File: config.mk
export PLATFORM = sky130hd
export DESIGN_NAME = i2c_eeprom_block_transfer_master_unit
export DESIGN_NICKNAME = d
export VERILOG_FILES = /design/src/rtl/core/i2cebt_pkg.sv /design/src/rtl/core/i2cebt_front.sv /design/src/rtl/core/i2cebt_back.sv /design/src/rtl/core/i2c_eeprom_block_transfer_master_unit.sv
export SDC_FILE = /design/constraint.sdc
export NUM_CORES = 1
export LEC_CHECK = 0
export ABC_AREA = 1
export BUFFER_PORTS_ARGS = -buffer_cell sky130_fd_sc_hd__buf_2
export CORE_MARGIN = 5
export CORE_UTILIZATION = 40
export CTS_CLUSTER_SIZE = 12
export DETAILED_ROUTE_END_ITERATION = 16
export PLACE_DENSITY = 0.59
export SLEW_MARGIN = 40
export SYNTH_ARGS = -nofsm -noshare
export SYNTH_HDL_FRONTEND = slang
export SYNTH_SLANG_ARGS = --single-unit
export TNS_END_PERCENT = 50
File: constraint.sdc
create_clock -name clk -period 3 [get_ports clk]
set_input_delay 0 -clock clk [delete_from_list [all_inputs] [get_ports clk]]
set_output_delay 0 -clock clk [all_outputs]
set_load 0.02 [all_outputs]
File: src/rtl/core/i2cebt_pkg.sv
package i2cebt_pkg;

  localparam int unsigned AckWait  = 250;
  localparam int unsigned MaxBytes = 64;
  localparam int unsigned QDepth   = 2;

  typedef enum logic [1:0] {
    MODE_TICK  = 2'd0,
    MODE_WRITE = 2'd1,
    MODE_READ  = 2'd2,
    MODE_RSVD  = 2'd3
  } mode_t;

  typedef enum logic [3:0] {
    PH_IDLE   = 4'd0,
    PH_START  = 4'd1,
    PH_DEVW   = 4'd2,
    PH_ADDR   = 4'd3,
    PH_DATA   = 4'd4,
    PH_DEVR   = 4'd5,
    PH_RSTART = 4'd6,
    PH_RX     = 4'd7,
    PH_MACK   = 4'd8,
    PH_STOP   = 4'd9,
    PH_ACK    = 4'd10
  } phase_t;

  // classified word passed from front to back
  typedef struct packed {
    logic       begin_xfer;
    logic       is_read;
    logic [7:0] mem_address;
    logic [6:0] byte_count;
    logic [7:0] write_data;
    logic       sda_in;
  } cmd_t;

  typedef struct packed {
    logic       scl_level;
    logic       sda_release;
    logic       data_request;
    logic [5:0] byte_index;
    logic [7:0] read_data;
    logic       read_valid;
    logic       busy_res;
    logic       done_res;
    logic       failed;
  } res_t;

endpackage

File: src/rtl/core/i2cebt_front.sv
module i2cebt_front (
  input  logic              clk,
  input  logic              rst_n,
  input  logic              in_tvalid,
  output logic              in_tready,
  input  logic [1:0]        mode,
  input  logic [7:0]        mem_address,
  input  logic [6:0]        byte_count,
  input  logic [7:0]        write_data,
  input  logic              sda_in,
  output logic              q_valid,
  input  logic              q_ready,
  output i2cebt_pkg::cmd_t  q_cmd
);
  import i2cebt_pkg::*;

  cmd_t       mem_r [QDepth];
  logic       wp_r, wp_nxt, rp_r, rp_nxt;
  logic [1:0] cnt_r, cnt_nxt;
  logic       push, pop;
  cmd_t       cmd;
  logic [6:0] cnt_clamped;

  // clamp count and classify mode
  always_comb begin
    if (byte_count == 7'd0) cnt_clamped = 7'd1;
    else if (byte_count > 7'(MaxBytes)) cnt_clamped = 7'(MaxBytes);
    else cnt_clamped = byte_count;
    cmd.begin_xfer  = (mode == MODE_WRITE) || (mode == MODE_READ);
    cmd.is_read     = (mode == MODE_READ);
    cmd.mem_address = mem_address;
    cmd.byte_count  = cnt_clamped;
    cmd.write_data  = write_data;
    cmd.sda_in      = sda_in;
  end

  assign in_tready = (cnt_r != 2'(QDepth));
  assign push      = in_tvalid && in_tready;
  assign q_valid   = (cnt_r != 2'd0);
  assign pop       = q_valid && q_ready;
  assign q_cmd     = mem_r[rp_r];

  always_comb begin
    wp_nxt  = push ? ~wp_r : wp_r;
    rp_nxt  = pop ? ~rp_r : rp_r;
    cnt_nxt = cnt_r + 2'(push) - 2'(pop);
  end

  // hold queue words
  always_ff @(posedge clk) begin
    if (push) mem_r[wp_r] <= cmd;
  end

  always_ff @(posedge clk) begin
    if (!rst_n) begin
      wp_r  <= 1'b0;
      rp_r  <= 1'b0;
      cnt_r <= 2'd0;
    end else begin
      wp_r  <= wp_nxt;
      rp_r  <= rp_nxt;
      cnt_r <= cnt_nxt;
    end
  end

endmodule

File: src/rtl/core/i2cebt_back.sv
module i2cebt_back (
  input  logic              clk,
  input  logic              rst_n,
  input  logic              cfg_we,
  input  logic [0:0]        cfg_index,
  input  logic [6:0]        cfg_data,
  input  logic              q_valid,
  output logic              q_ready,
  input  i2cebt_pkg::cmd_t  q_cmd,
  output logic              out_tvalid,
  input  logic              out_tready,
  output i2cebt_pkg::res_t  out_res
);
  import i2cebt_pkg::*;

  phase_t     ph_r, ph_nxt;
  phase_t     stage_r, stage_nxt;
  logic [1:0] t_r, t_nxt;
  logic [2:0] bc_r, bc_nxt;
  logic [7:0] sh_r, sh_nxt;
  logic [5:0] byc_r, byc_nxt;
  logic [6:0] tot_r, tot_nxt;
  logic [7:0] sa_r, sa_nxt;
  logic [3:0] att_r, att_nxt;
  logic [7:0] aw_r, aw_nxt;
  logic       rd_r, rd_nxt;
  logic       nack_r, nack_nxt;
  logic       ff_r, ff_nxt;
  logic [6:0] dev_r;
  logic [3:0] lim_r;
  logic       ov_r;
  res_t       res_r, res;
  logic       step, adv, mid, last;

  // skid-free output register: take a step when the slot frees up
  assign step       = q_valid && (!ov_r || out_tready);
  assign q_ready    = !ov_r || out_tready;
  assign out_tvalid = ov_r;
  assign out_res    = res_r;
  assign mid        = (t_r == 2'd1) || (t_r == 2'd2);
  assign last       = ({1'b0, byc_r} + 7'd1) >= tot_r;

  // bus sequencer for one tick
  always_comb begin
    ph_nxt = ph_r; stage_nxt = stage_r; t_nxt = t_r; bc_nxt = bc_r; sh_nxt = sh_r;
    byc_nxt = byc_r; tot_nxt = tot_r; sa_nxt = sa_r; att_nxt = att_r; aw_nxt = aw_r;
    rd_nxt = rd_r; nack_nxt = nack_r; ff_nxt = ff_r;
    adv = 1'b1;
    res = '0;
    res.scl_level = 1'b1;
    res.sda_release = 1'b1;
    case (ph_r)
      PH_IDLE: begin
        adv = 1'b0;
        if (q_cmd.begin_xfer) begin
          rd_nxt = q_cmd.is_read; sa_nxt = q_cmd.mem_address;
          tot_nxt = q_cmd.byte_count; byc_nxt = 6'd0; bc_nxt = 3'd0;
          att_nxt = (lim_r == 4'd0) ? 4'd1 : lim_r;
          ff_nxt = 1'b0; ph_nxt = PH_START; t_nxt = 2'd0;
        end
      end
      PH_START, PH_RSTART: begin
        res.scl_level = mid;
        res.sda_release = (t_r < 2'd2);
        if (t_r == 2'd3) begin
          bc_nxt = 3'd0;
          if (ph_r == PH_START) begin
            sh_nxt = {dev_r, 1'b0}; ph_nxt = PH_DEVW;
          end else begin
            sh_nxt = {dev_r, 1'b1}; ph_nxt = PH_DEVR;
          end
        end
      end
      PH_DEVW, PH_ADDR, PH_DATA, PH_DEVR: begin
        logic [7:0] s;
        s = sh_r;
        if (ph_r == PH_DATA && t_r == 2'd0 && bc_r == 3'd0) s = q_cmd.write_data;
        res.scl_level = mid;
        res.sda_release = s[7];
        sh_nxt = s;
        if (t_r == 2'd3) begin
          sh_nxt = {s[6:0], 1'b0};
          if (bc_r == 3'd7) begin
            bc_nxt = 3'd0; stage_nxt = ph_r; ph_nxt = PH_ACK;
          end else bc_nxt = bc_r + 3'd1;
        end
      end
      PH_ACK: begin
        res.scl_level = mid;
        case (t_r)
          2'd0: begin
            aw_nxt = 8'd0; nack_nxt = 1'b0;
          end
          2'd2: begin
            if (!q_cmd.sda_in) nack_nxt = 1'b0;
            else if (aw_r >= 8'(AckWait)) nack_nxt = 1'b1;
            else begin
              aw_nxt = aw_r + 8'd1; adv = 1'b0;
            end
          end
          2'd3: begin
            bc_nxt = 3'd0;
            if (nack_r) begin
              if (att_r > 4'd1) begin
                att_nxt = att_r - 4'd1; byc_nxt = 6'd0; ph_nxt = PH_START;
              end else begin
                ff_nxt = 1'b1; ph_nxt = PH_STOP;
              end
            end else begin
              case (stage_r)
                PH_DEVW: begin
                  sh_nxt = sa_r; ph_nxt = PH_ADDR;
                end
                PH_ADDR: begin
                  if (rd_r) ph_nxt = PH_RSTART;
                  else begin
                    ph_nxt = PH_DATA; res.data_request = 1'b1;
                  end
                end
                PH_DATA: begin
                  if (last) ph_nxt = PH_STOP;
                  else begin
                    byc_nxt = byc_r + 6'd1; ph_nxt = PH_DATA; res.data_request = 1'b1;
                  end
                end
                default: begin
                  sh_nxt = 8'd0; ph_nxt = PH_RX;
                end
              endcase
            end
          end
          default: ;
        endcase
      end
      PH_RX: begin
        logic [7:0] s;
        s = sh_r;
        res.scl_level = mid;
        if (t_r == 2'd2) s = {sh_r[6:0], q_cmd.sda_in};
        sh_nxt = s;
        if (t_r == 2'd3) begin
          if (bc_r == 3'd7) begin
            res.read_valid = 1'b1; res.read_data = s;
            bc_nxt = 3'd0; ph_nxt = PH_MACK;
          end else bc_nxt = bc_r + 3'd1;
        end
      end
      PH_MACK: begin
        res.scl_level = mid;
        res.sda_release = last;
        if (t_r == 2'd3) begin
          if (last) ph_nxt = PH_STOP;
          else begin
            byc_nxt = byc_r + 6'd1; sh_nxt = 8'd0; bc_nxt = 3'd0; ph_nxt = PH_RX;
          end
        end
      end
      PH_STOP: begin
        res.scl_level = (t_r >= 2'd1);
        res.sda_release = (t_r >= 2'd2);
        if (t_r == 2'd3) begin
          res.done_res = 1'b1; res.failed = ff_r;
          ph_nxt = PH_IDLE; adv = 1'b0; t_nxt = 2'd0;
        end
      end
      default: begin
        ph_nxt = PH_IDLE; t_nxt = 2'd0; adv = 1'b0;
      end
    endcase
    if (adv) t_nxt = t_r + 2'd1;
    res.byte_index = byc_nxt;
    res.busy_res = (ph_nxt != PH_IDLE);
  end

  // configuration registers
  always_ff @(posedge clk) begin
    if (!rst_n) begin
      dev_r <= 7'd80;
      lim_r <= 4'd3;
    end else if (cfg_we) begin
      if (cfg_index == 1'b0) dev_r <= cfg_data;
      else lim_r <= cfg_data[3:0];
    end
  end

  always_ff @(posedge clk) begin
    if (step) res_r <= res;
  end

  always_ff @(posedge clk) begin
    if (!rst_n) begin
      ph_r <= PH_IDLE; stage_r <= PH_IDLE; t_r <= '0; bc_r <= '0; sh_r <= '0;
      byc_r <= '0; tot_r <= '0; sa_r <= '0; att_r <= '0; aw_r <= '0;
      rd_r <= 1'b0; nack_r <= 1'b0; ff_r <= 1'b0; ov_r <= 1'b0;
    end else begin
      if (step) begin
        ph_r <= ph_nxt; stage_r <= stage_nxt; t_r <= t_nxt; bc_r <= bc_nxt;
        sh_r <= sh_nxt; byc_r <= byc_nxt; tot_r <= tot_nxt; sa_r <= sa_nxt;
        att_r <= att_nxt; aw_r <= aw_nxt; rd_r <= rd_nxt; nack_r <= nack_nxt;
        ff_r <= ff_nxt;
      end
      if (step) ov_r <= 1'b1;
      else if (out_tready) ov_r <= 1'b0;
    end
  end

endmodule

File: src/rtl/core/i2c_eeprom_block_transfer_master_unit.sv
// I2C master for serial EEPROM block transfers, driven by one bus tick per word.
// Input channel in_*: one word per prescaler tick. mode 0 ticks the bus,
// mode 1 begins a block write, mode 2 a block read (ignored while busy).
// Output channel out_*: exactly one result word per input word, carrying the
// SCL/SDA levels for that tick, data requests, received bytes and status.
// Each bus bit spans at least four ticks; a transfer restarts on device NACK until
// retry_limit attempts are spent, then ends with failed set alongside done.
// Configuration: cfg_we with cfg_index 0 (device address) or 1 (retry limit),
// to be written only while idle; the user must keep to this, the block does not enforce it.
// A word enters a two-entry queue, is stepped by the sequencer and its result
// is registered and presented on out_*. The block takes one word per cycle
// while the receiver does not stall the result register.
// Reset (rst_n low, synchronous) empties the queue, returns the bus to idle
// and loads device address 80 and retry limit 3.
// When the receiver stalls, the result register holds, the sequencer stops
// and the queue fills; in_tready drops once it holds two words.
module i2c_eeprom_block_transfer_master_unit (
  input  logic        clk,
  input  logic        rst_n,
  input  logic        in_tvalid,
  output logic        in_tready,
  // mode[1:0], mem_address[9:2], byte_count[16:10], write_data[24:17], sda_in[25]
  input  logic [31:0] in_tdata,
  output logic        out_tvalid,
  input  logic        out_tready,
  // scl_level[0], sda_release[1], data_request[2], byte_index[8:3],
  // read_data[16:9], read_valid[17], busy_res[18], done_res[19], failed[20]
  output logic [23:0] out_tdata,
  input  logic        cfg_we,
  input  logic        cfg_index,
  input  logic [6:0]  cfg_data
);
  import i2cebt_pkg::*;

  logic q_valid, q_ready;
  cmd_t q_cmd;
  res_t res;

  i2cebt_front u_front (
    .clk         (clk),
    .rst_n       (rst_n),
    .in_tvalid   (in_tvalid),
    .in_tready   (in_tready),
    .mode        (in_tdata[1:0]),
    .mem_address (in_tdata[9:2]),
    .byte_count  (in_tdata[16:10]),
    .write_data  (in_tdata[24:17]),
    .sda_in      (in_tdata[25]),
    .q_valid     (q_valid),
    .q_ready     (q_ready),
    .q_cmd       (q_cmd)
  );

  i2cebt_back u_back (
    .clk        (clk),
    .rst_n      (rst_n),
    .cfg_we     (cfg_we),
    .cfg_index  (cfg_index),
    .cfg_data   (cfg_data),
    .q_valid    (q_valid),
    .q_ready    (q_ready),
    .q_cmd      (q_cmd),
    .out_tvalid (out_tvalid),
    .out_tready (out_tready),
    .out_res    (res)
  );

  assign out_tdata = {3'b000, res.failed, res.done_res, res.busy_res, res.read_valid,
                      res.read_data, res.byte_index, res.data_request,
                      res.sda_release, res.scl_level};

endmodule

==> reports/metrics.yaml, run 1 <==
ys_ff_latch: 147
syn_avg_cell_area_um2: 8.09
vias_per_cell: 4.96
slowest_stage: "dfxtp_1"
start_kind: "register"
cts_tree: "built"
cp_max_fo: 10
hold_depth: 5
ctsRootBufferMaster: "clkbuf_16"
path_buf_inv: 4
arrival_ns: 3.13
path_common_cell: "nand2_1"
pwr_density_cell_nw_per_um2: 1010
hold_ws_ns: 0.0408
netlist_instances: 903
ff2ff_path_depth: 16
grt_util_met3_pct: 3.93
drc: 0
drive_gt1_share_pct: 14.6
antenna_left: 0
min_from: "in_tvalid"
initial_core_util_pct: 40.7
slew_violations: 0
power_mw: 9.00
met1_usage_pct: 23.5
end_kind: "register"
stdcell_count: 1257
io_buffers: 61
die_area_um2: 21100
holdPathEnd: "u_front.wp_r$_SDFFE_PN0P_"
clock_path_buffers: 2
wl_per_cell_um: 14.4
dieHeight_um: 145
cp_top_family: "simple AND/OR/NAND/NOR gates"
grt_usage_pct: 17.4
place_congestion: 0.885
setup_viol: 0
grt_pass1_wl_um: 30100
synth_edf_count: 73
p_leak_nw: 3.82
cts_sinks: 147
firstDrtPassIters: 5
ios: 71
drt_iter0_markers: 634
worstMarginPinSlew_ns: 0.780
first_global_vias: 5966
ys_warn_count: 0
wl_um: 18100
min_period_over_period_pct: 92.3
outcome: "completed"
criticalPathCategory: "register to register"
layout.cells.most_common: "nand2_1"
yosysUniqueCellTypes: 39
worstSkewPairLatency_ns: 0.43
rrSetupSlack_ns: 0.23
diodes: 0
nets: 1081
cts.htree.levels: 4
max_freq_ghz: 0.361
gr-max-usage-layer: "met2"
peakVddDrop_mv: 0.466
die-width_um: 145
clkSlewWorstSetupHoldPaths_ns: 0.07
slew_headroom_pct: 47.7
dpl.hpwl_um: 12400
fin_util_pct: 49.8
cp.required_ns: 3.36
synth-async-reset-ratio_pct: 0
max-cap-violations: 0
placed_cell_area_um2: 7910
min_period_ns: 2.77
core-area_um2: 18000
regToRegStartpoint: "u_back.byc_r[1]$_SDFFE_PN0P_"
syn2layout_area_growth_pct: 22.4
gr-usage-met2_pct: 27.9
vias: 6229
mostFrequentLayoutCells: "206 x nand2_1, 107 x inv_1, 84 x nor2_1"
synth_area_um2: 7300
finClkSkew_ns: 0.0109
stdcell_area_um2: 8940
critPathMaxStageDelay_ns: 0.44
grt_max_degree: 47
synth_seq_area_share_pct: 50.3
fp-row-count: 49
dp.cells: 1181
path_cells: "ha_2 -> nand4_1 -> nand2_1 -> inv_1 -> ha_1 -> nand2_1 -> nand2_1 -> a21oi_4 -> nand2_4 -> o21ai_1 -> buf_4 -> inv_2 -> nor3_4 -> buf_4 -> o21ai_0 -> nor2_1"
holdCritPathClass: "input pin to register"
cts_made_buffers: 17
yosys_most_used_dff: "dfxtp_1"
overflow: 0
antenna_found_initial: 0
hold_viol: 0
r2r-end: "u_back.sh_r[3]$_SDFFE_PN0P_"
-- repair_timing --
action | CTS | global route
hold buffers | 42 | 0
setup buffers | 0 | 2
resized for setup | 0 | 3
setup endpoints to repair | 0 | 9
hold endpoints to repair | 64 | 0
-- area by class of cell --
| type | instances | area (um2) |
|---|---|---|
| Clock buffer | 18 | 429 |
| Fill cell | 1705 | 9030 |
| Multi-Input combinational cell | 609 | 3080 |
| Sequential cell | 147 | 3670 |
| Timing Repair Buffer | 121 | 861 |
| Clock inverter | 14 | 155 |
| Tap cell | 229 | 287 |
| Inverter | 119 | 447 |
-- worst max-delay path by stage --
stage	startpoint	end	slack [ns]	depth (start not counted)
final	u_back.byc_r[1]$_SDFFE_PN0P_	u_back.sh_r[3]$_SDFFE_PN0P_	0.23	16
after detailed placement	u_back.byc_r[1]$_SDFFE_PN0P_	u_back.sh_r[3]$_SDFFE_PN0P_	0.22	13
after floorplan	u_back.out_tvalid$_SDFFE_PN0P_	u_front.cnt_r[1]$_SDFF_PN0_	0.43	10
after global placement	u_back.byc_r[1]$_SDFFE_PN0P_	u_back.sh_r[3]$_SDFFE_PN0P_	0.29	15
after CTS	u_back.byc_r[1]$_SDFFE_PN0P_	u_back.sh_r[3]$_SDFFE_PN0P_	0.19	13
after global routing	u_back.byc_r[1]$_SDFFE_PN0P_	u_back.sh_r[1]$_SDFFE_PN0P_	-0.001	16
-- cells in the mapped netlist, types with 3 or more instances --
cell type	number	area share (%)
clkbuf_1	19	0.98
a31oi_1	20	1.7
edfxtp_1	73	30
dfxtp_1	74	20
ha_1	21	3.6
xor2_1	7	0.84
nor2_2	10	0.86
nand2_2	4	0.34
buf_4	4	0.41
nand3_1	61	4.2
o211ai_1	11	1.1
nor3_1	13	0.89
a211oi_1	6	0.62
buf_2	4	0.27
a21oi_1	63	4.3
inv_2	9	0.46
o21ai_1	3	0.21
nand2_1	206	11
o21ai_0	66	4.5
nor2_1	86	4.4
inv_1	108	5.5
nand4_1	10	0.86
-- logic make-up (layout without fill, tap and decap cells) --
family,count (synthesis),after routing,synth area share [%]
AO/OA/AOI/OAI,176,176,13.4
XOR/XNOR,9,9,1.08
other,1,3,0.0513
flip-flops,147,147,50.3
buffers and inverters,149,272,7.95
AND/OR/NAND/NOR,400,400,23.6
adder cells (fa/ha/maj),21,21,3.60
-- per-stage QoR --
step | worst slack, ns | setup TNS [ns]
global placement | 0.293 | 0
finish | 0.232 | 0
detailed placement | 0.217 | 0
global route | -0.00133 | -0.00133
floorplan | 0.426 | 0
CTS | 0.191 | 0
-- worst min-delay path, stage by stage --
cell and delay, ns:
buf_2 0.08, nand2_1 0.10, inv_1 0.10, o21ai_0 0.08, nor2_1 0.08
-- metal layers --
metal  part of all wire, %  up-vias
li1                      -     3231
met4                   1.9        0
met1                    46     2792
met2                    46      181
met3                   6.1       25
met5                     0        -
-- flip-flops by register name, summed over array words and instances, names as in the netlist, named ones only --
register           cells
u_back.ff_r            1
u_front.cnt_r          2
u_back.tot_r           7
u_front.wp_r           1
u_front.rp_r           1
u_back.out_res        21
u_back.ph_r            4
u_back.sh_r            8
u_back.nack_r          1
u_back.byc_r           6
u_back.sa_r            8
u_back.rd_r            1
u_back.t_r             2
u_back.bc_r            3
u_back.aw_r            8
u_back.lim_r           4
u_front.mem_r         52
u_back.stage_r         4
u_back.out_tvalid      1
u_back.dev_r           7
u_back.att_r           4
-- where the power goes --
group	switching (mW)	leakage (nW)	total, mW	internal (mW)
sequential	0.322	1.30	3.03	2.71
clock	0.864	0.271	2.09	1.23
combinational	2.63	2.24	3.87	1.24
No activity file was read; power rests on OpenSTA's default activity.
==> run 2: changes to the inputs <==
- CTS_CLUSTER_SIZE: 12 -> unset
- RECOVER_POWER: unset -> 50
==> reports/metrics.yaml, run 2 (synthesis results as in run 1) <==
path_buf_inv: 2
grt_usage_pct: 17.4
place_congestion: 0.885
overflow: 0
first_global_vias: 5966
drc: 0
power_mw: 8.94
arrival_ns: 3.09
post-place-ws_ns: 0.217
start_kind: "register"
p_leak_nw: 3.70
nets: 1081
initial_core_util_pct: 40.7
violations: "capacitance limit, slew limit"
holdCritPathClass: "input pin to register"
path_common_cell: "a211oi_1"
path_cells: "inv_1 -> a21oi_1 -> clkbuf_1 -> o21ai_1 -> nor2_2 -> nand2_2 -> a211oi_1 -> a211oi_1"
vias: 6278
wl_per_cell_um: 14.4
cp_top_family: "compound AO/OA/AOI/OAI gates"
vias_per_cell: 4.99
largest_reg_flops: 52
drive_gt1_share_pct: 10.8
antenna_found_initial: 0
finClkSkew_ns: 0.0103
slowest_stage: "clkbuf_1"
ios: 71
cts_made_buffers: 17
firstDrtPassIters: 5
final.setup.tns_ns: 0
core-area_um2: 18000
dieHeight_um: 145
slew_headroom_pct: -9.46
clock_path_buffers: 2
mostFrequentLayoutCells: "206 x nand2_1, 107 x inv_1, 84 x nor2_1"
cp.required_ns: 3.28
peakVddDrop_mv: 0.467
grt_pass1_wl_um: 30100
setup_ws_ns: 0.194
dpl.hpwl_um: 12400
ctsRootBufferMaster: "clkbuf_16"
outcome: "complete, but fails checks"
worstSkewPairLatency_ns: 0.43
grt_max_degree: 47
syn2layout_area_growth_pct: 21.4
io_buffers: 61
end_kind: "register"
critPathMaxStageDelay_ns: 0.71
fp-row-count: 49
antenna_left: 0
clkSlewWorstSetupHoldPaths_ns: 0.06
die-width_um: 145
cts_tree: "built"
diodes: 0
worstMarginPinSlew_ns: 1.64
cts_sinks: 147
min_period_over_period_pct: 93.5
die_area_um2: 21100
top_register: "u_front.mem_r"
pwr_density_cell_nw_per_um2: 1010
fin_util_pct: 49.4
cts.htree.levels: 4
rrSetupSlack_ns: 0.19
criticalPathCategory: "register to register"
drt_iter0_markers: 587
layout.cells.most_common: "nand2_1"
max_freq_ghz: 0.356
cp_max_fo: 16
wl_um: 18200
min_period_ns: 2.81
hold_viol: 0
slew_violations: 28
setup_viol: 0
max-cap-violations: 1
[run 2: cell count changes in the layout (fill, tap and decap cells not counted)]
cell | before | now
a21oi_1 | 62 | 63
a21oi_4 | 2 | 1
buf_2 | 61 | 26
buf_4 | 18 | 14
clkbuf_1 | 1 | 39
clkbuf_2 | 0 | 1
[run 2: worst paths after layout]
| check | from | depth (start not counted) | to |
|---|---|---|---|
| setup reg to reg | u_front.cnt_r[1]$_SDFF_PN0_ | 8 | u_back.att_r[1]$_SDFFE_PN0P_ |
| hold / removal | in_tvalid | 5 | u_front.wp_r$_SDFFE_PN0P_ |
| setup / recovery | u_front.cnt_r[1]$_SDFF_PN0_ | 8 | u_back.att_r[1]$_SDFFE_PN0P_ |
| hold reg to reg | u_front.rp_r$_SDFFE_PN0P_ | 1 | u_front.rp_r$_SDFFE_PN0P_ |
[run 2: metrics by stage]
stage | std cells | cell area, um2 | hold slack (ns)
floorplan | 905 | 7310 | 0.0989
global placement | 1181 | 7910 | 0.188
detailed placement | 1181 | 7910 | 0.191
CTS | 1255 | 8910 | 0.0336
global route | 1257 | 8870 | 0.0802
finish | 1257 | 8870 | 0.0500
[run 2: routing by layer]
layer	GRT usage, %	vias up	wire, um
li1	-	3234	-
met1	23.5	2848	8510
met2	27.9	169	8270
met3	3.93	27	1020
met4	5.60	0	356
met5	0	-	0
[run 2: power by group]
group          total [mW]  leakage (nW)  internal, mW  switching, mW
clock network        2.09         0.271          1.23          0.856
logic                3.81          2.13          1.18           2.63
registers            3.05          1.30          2.72          0.328
total                8.94          3.70          5.13           3.82
[run 2: timing repair]
action / in CTS / in global routing
setup buffers: 0 / 2
hold buffers: 42 / 0
endpoints found under the hold margin: 64 / 0
gates resized for setup: 0 / 3
setup endpoints to repair: 0 / 9
[run 2: worst min-delay path: stages]
cell and delay [ns]:
buf_2 0.08, nand2_1 0.10, inv_1 0.10, o21ai_0 0.08, nor2_1 0.08
[run 2: area by class of cell]
cell class | instances | area, um2
Fill cell | 1726 | 9090
Sequential cell | 147 | 3670
Multi-Input combinational cell | 609 | 3070
Timing Repair Buffer | 121 | 803
Inverter | 119 | 447
Clock buffer | 18 | 429
Tap cell | 229 | 287
Clock inverter | 14 | 155
==> run 3: changes to the inputs <==
- GPL_ROUTABILITY_DRIVEN: unset -> 0
- SKIP_CTS_REPAIR_TIMING: unset -> 1
- clock period: 3 -> 3.28 ns (I/O delays scaled with it)
==> reports/metrics.yaml, run 3 (synthesis results as in run 1) <==
drc: 0
cts_sinks: 147
cts_made_buffers: 17
hold_viol: 2
holdCritPathClass: "input pin to register"
rsz0062_at_grt: "no"
drive_gt1_share_pct: 10.3
arrival_ns: 3.06
regToRegStartpoint: "u_back.byc_r[1]$_SDFFE_PN0P_"
min_from: "cfg_we"
initial_core_util_pct: 40.7
peakVddDrop_mv: 0.437
cts_tree: "built"
cp_max_fo: 10
antenna_left: 0
layout.cells.most_common: "nand2_1"
wl_per_cell_um: 14.4
min_period_ns: 2.89
worstSkewPairLatency_ns: 0.42
rrSetupSlack_ns: 0.39
vias_per_cell: 5.01
overflow: 0
setup_viol: 0
nets: 1070
top_register: "u_front.mem_r"
slew_headroom_pct: -5.26
ctsRootBufferMaster: "clkbuf_16"
firstDrtPassIters: 5
fp-row-count: 49
crit_path_start: "u_back.byc_r[1]$_SDFFE_PN0P_"
first_global_vias: 5755
fillers: 1787
stdcell_count: 1246
clkSlewWorstSetupHoldPaths_ns: 0.06
dpl.hpwl_um: 12300
grt_usage_pct: 16.8
diodes: 0
slew_violations: 55
final.setup.tns_ns: 0
p_leak_nw: 3.66
max_freq_ghz: 0.347
dp.cells: 1177
power_mw: 8.04
syn2layout_area_growth_pct: 19.9
outcome: "complete, but fails checks"
mostFrequentLayoutCells: "206 x nand2_1, 108 x inv_1, 84 x nor2_1"
max-cap-violations: 2
end_kind: "register"
dieHeight_um: 145
vias: 6239
die-width_um: 145
worstMarginPinSlew_ns: 1.58
criticalPathCategory: "register to register"
drt_iter0_markers: 420
clock_path_buffers: 2
seqCellArea_um2: 3670
cp.required_ns: 3.45
antenna_found_initial: 1
grt_pass1_wl_um: 29200
hold_ws_ns: -0.0188
grt_max_degree: 47
cts.htree.levels: 4
largest_reg_flops: 52
finClkSkew_ns: 0.0113
violations: "hold timing, capacitance limit, slew limit"
start_kind: "register"
wl_um: 17900
ios: 71
io_buffers: 61
core-area_um2: 18000
min_period_over_period_pct: 88.0
die_area_um2: 21100
multi_input_area_um2: 3070
pwr_density_cell_nw_per_um2: 918
==> run 3: layout make-up <==
type | count | area share (%)
timing repair buffer | 110 | 8.11
clock buffer | 17 | 4.86
multi-input combinational | 609 | 35.0
clock inverter | 15 | 1.70
inverter | 119 | 5.10
sequential | 147 | 41.9
tap | 229 | 3.27
==> run 3: worst paths after layout <==
path,endpoint,depth (start not counted)
setup / recovery,u_back.out_res[2]$_DFFE_PP_,17
hold / removal,u_back.lim_r[2]$_SDFFE_PN0P_,3
setup reg to reg,u_back.out_res[2]$_DFFE_PP_,17
hold reg to reg,u_front.rp_r$_SDFFE_PN0P_,1
==> run 3: critical path, cell delays in order (launching register included) <==
cell     delay, ns
dfxtp_1       0.44
ha_1          0.26
nand4_1       0.14
nand2_1       0.09
inv_1         0.07
ha_1          0.30
nand2_1       0.07
nand2_1       0.07
a21oi_4       0.23
nand2_4       0.14
inv_1         0.21
nand2_1       0.10
nand2_1       0.07
inv_1         0.05
o21ai_0       0.15
nand2_1       0.10
nor2_1        0.10
nand2_1       0.06
==> run 3: per-layer routing <==
layer / part of all wire [%] / global-route usage, % / vias to the layer above
met5: 0.039 / 0 / -
met4: 2.1 / 6.39 / 2
met3: 4.8 / 3.74 / 33
met2: 46 / 26.2 / 155
met1: 48 / 22.9 / 2841
li1: - / - / 3208
==> run 3: metrics by stage <==
step / instance area [um2] / setup slack, ns / util (%) / hold WS, ns
global placement: 7880 / 0.442 / 43.8 / 0.188
detailed placement: 7880 / 0.408 / 43.8 / 0.191
floorplan: 7310 / 0.706 / - / 0.0989
global route: 8760 / 0.0698 / 48.8 / 0.0119
CTS: 8450 / 0.374 / 47.0 / -0.259
finish: 8760 / 0.394 / 48.8 / -0.0188
==> run 3: power by group <==
part           switching [mW]  total, mW  internal, mW
clock                   0.804       1.87          1.06
combinational            2.37       3.38          1.01
sequential              0.312       2.80          2.48
total                    3.48       8.04          4.56
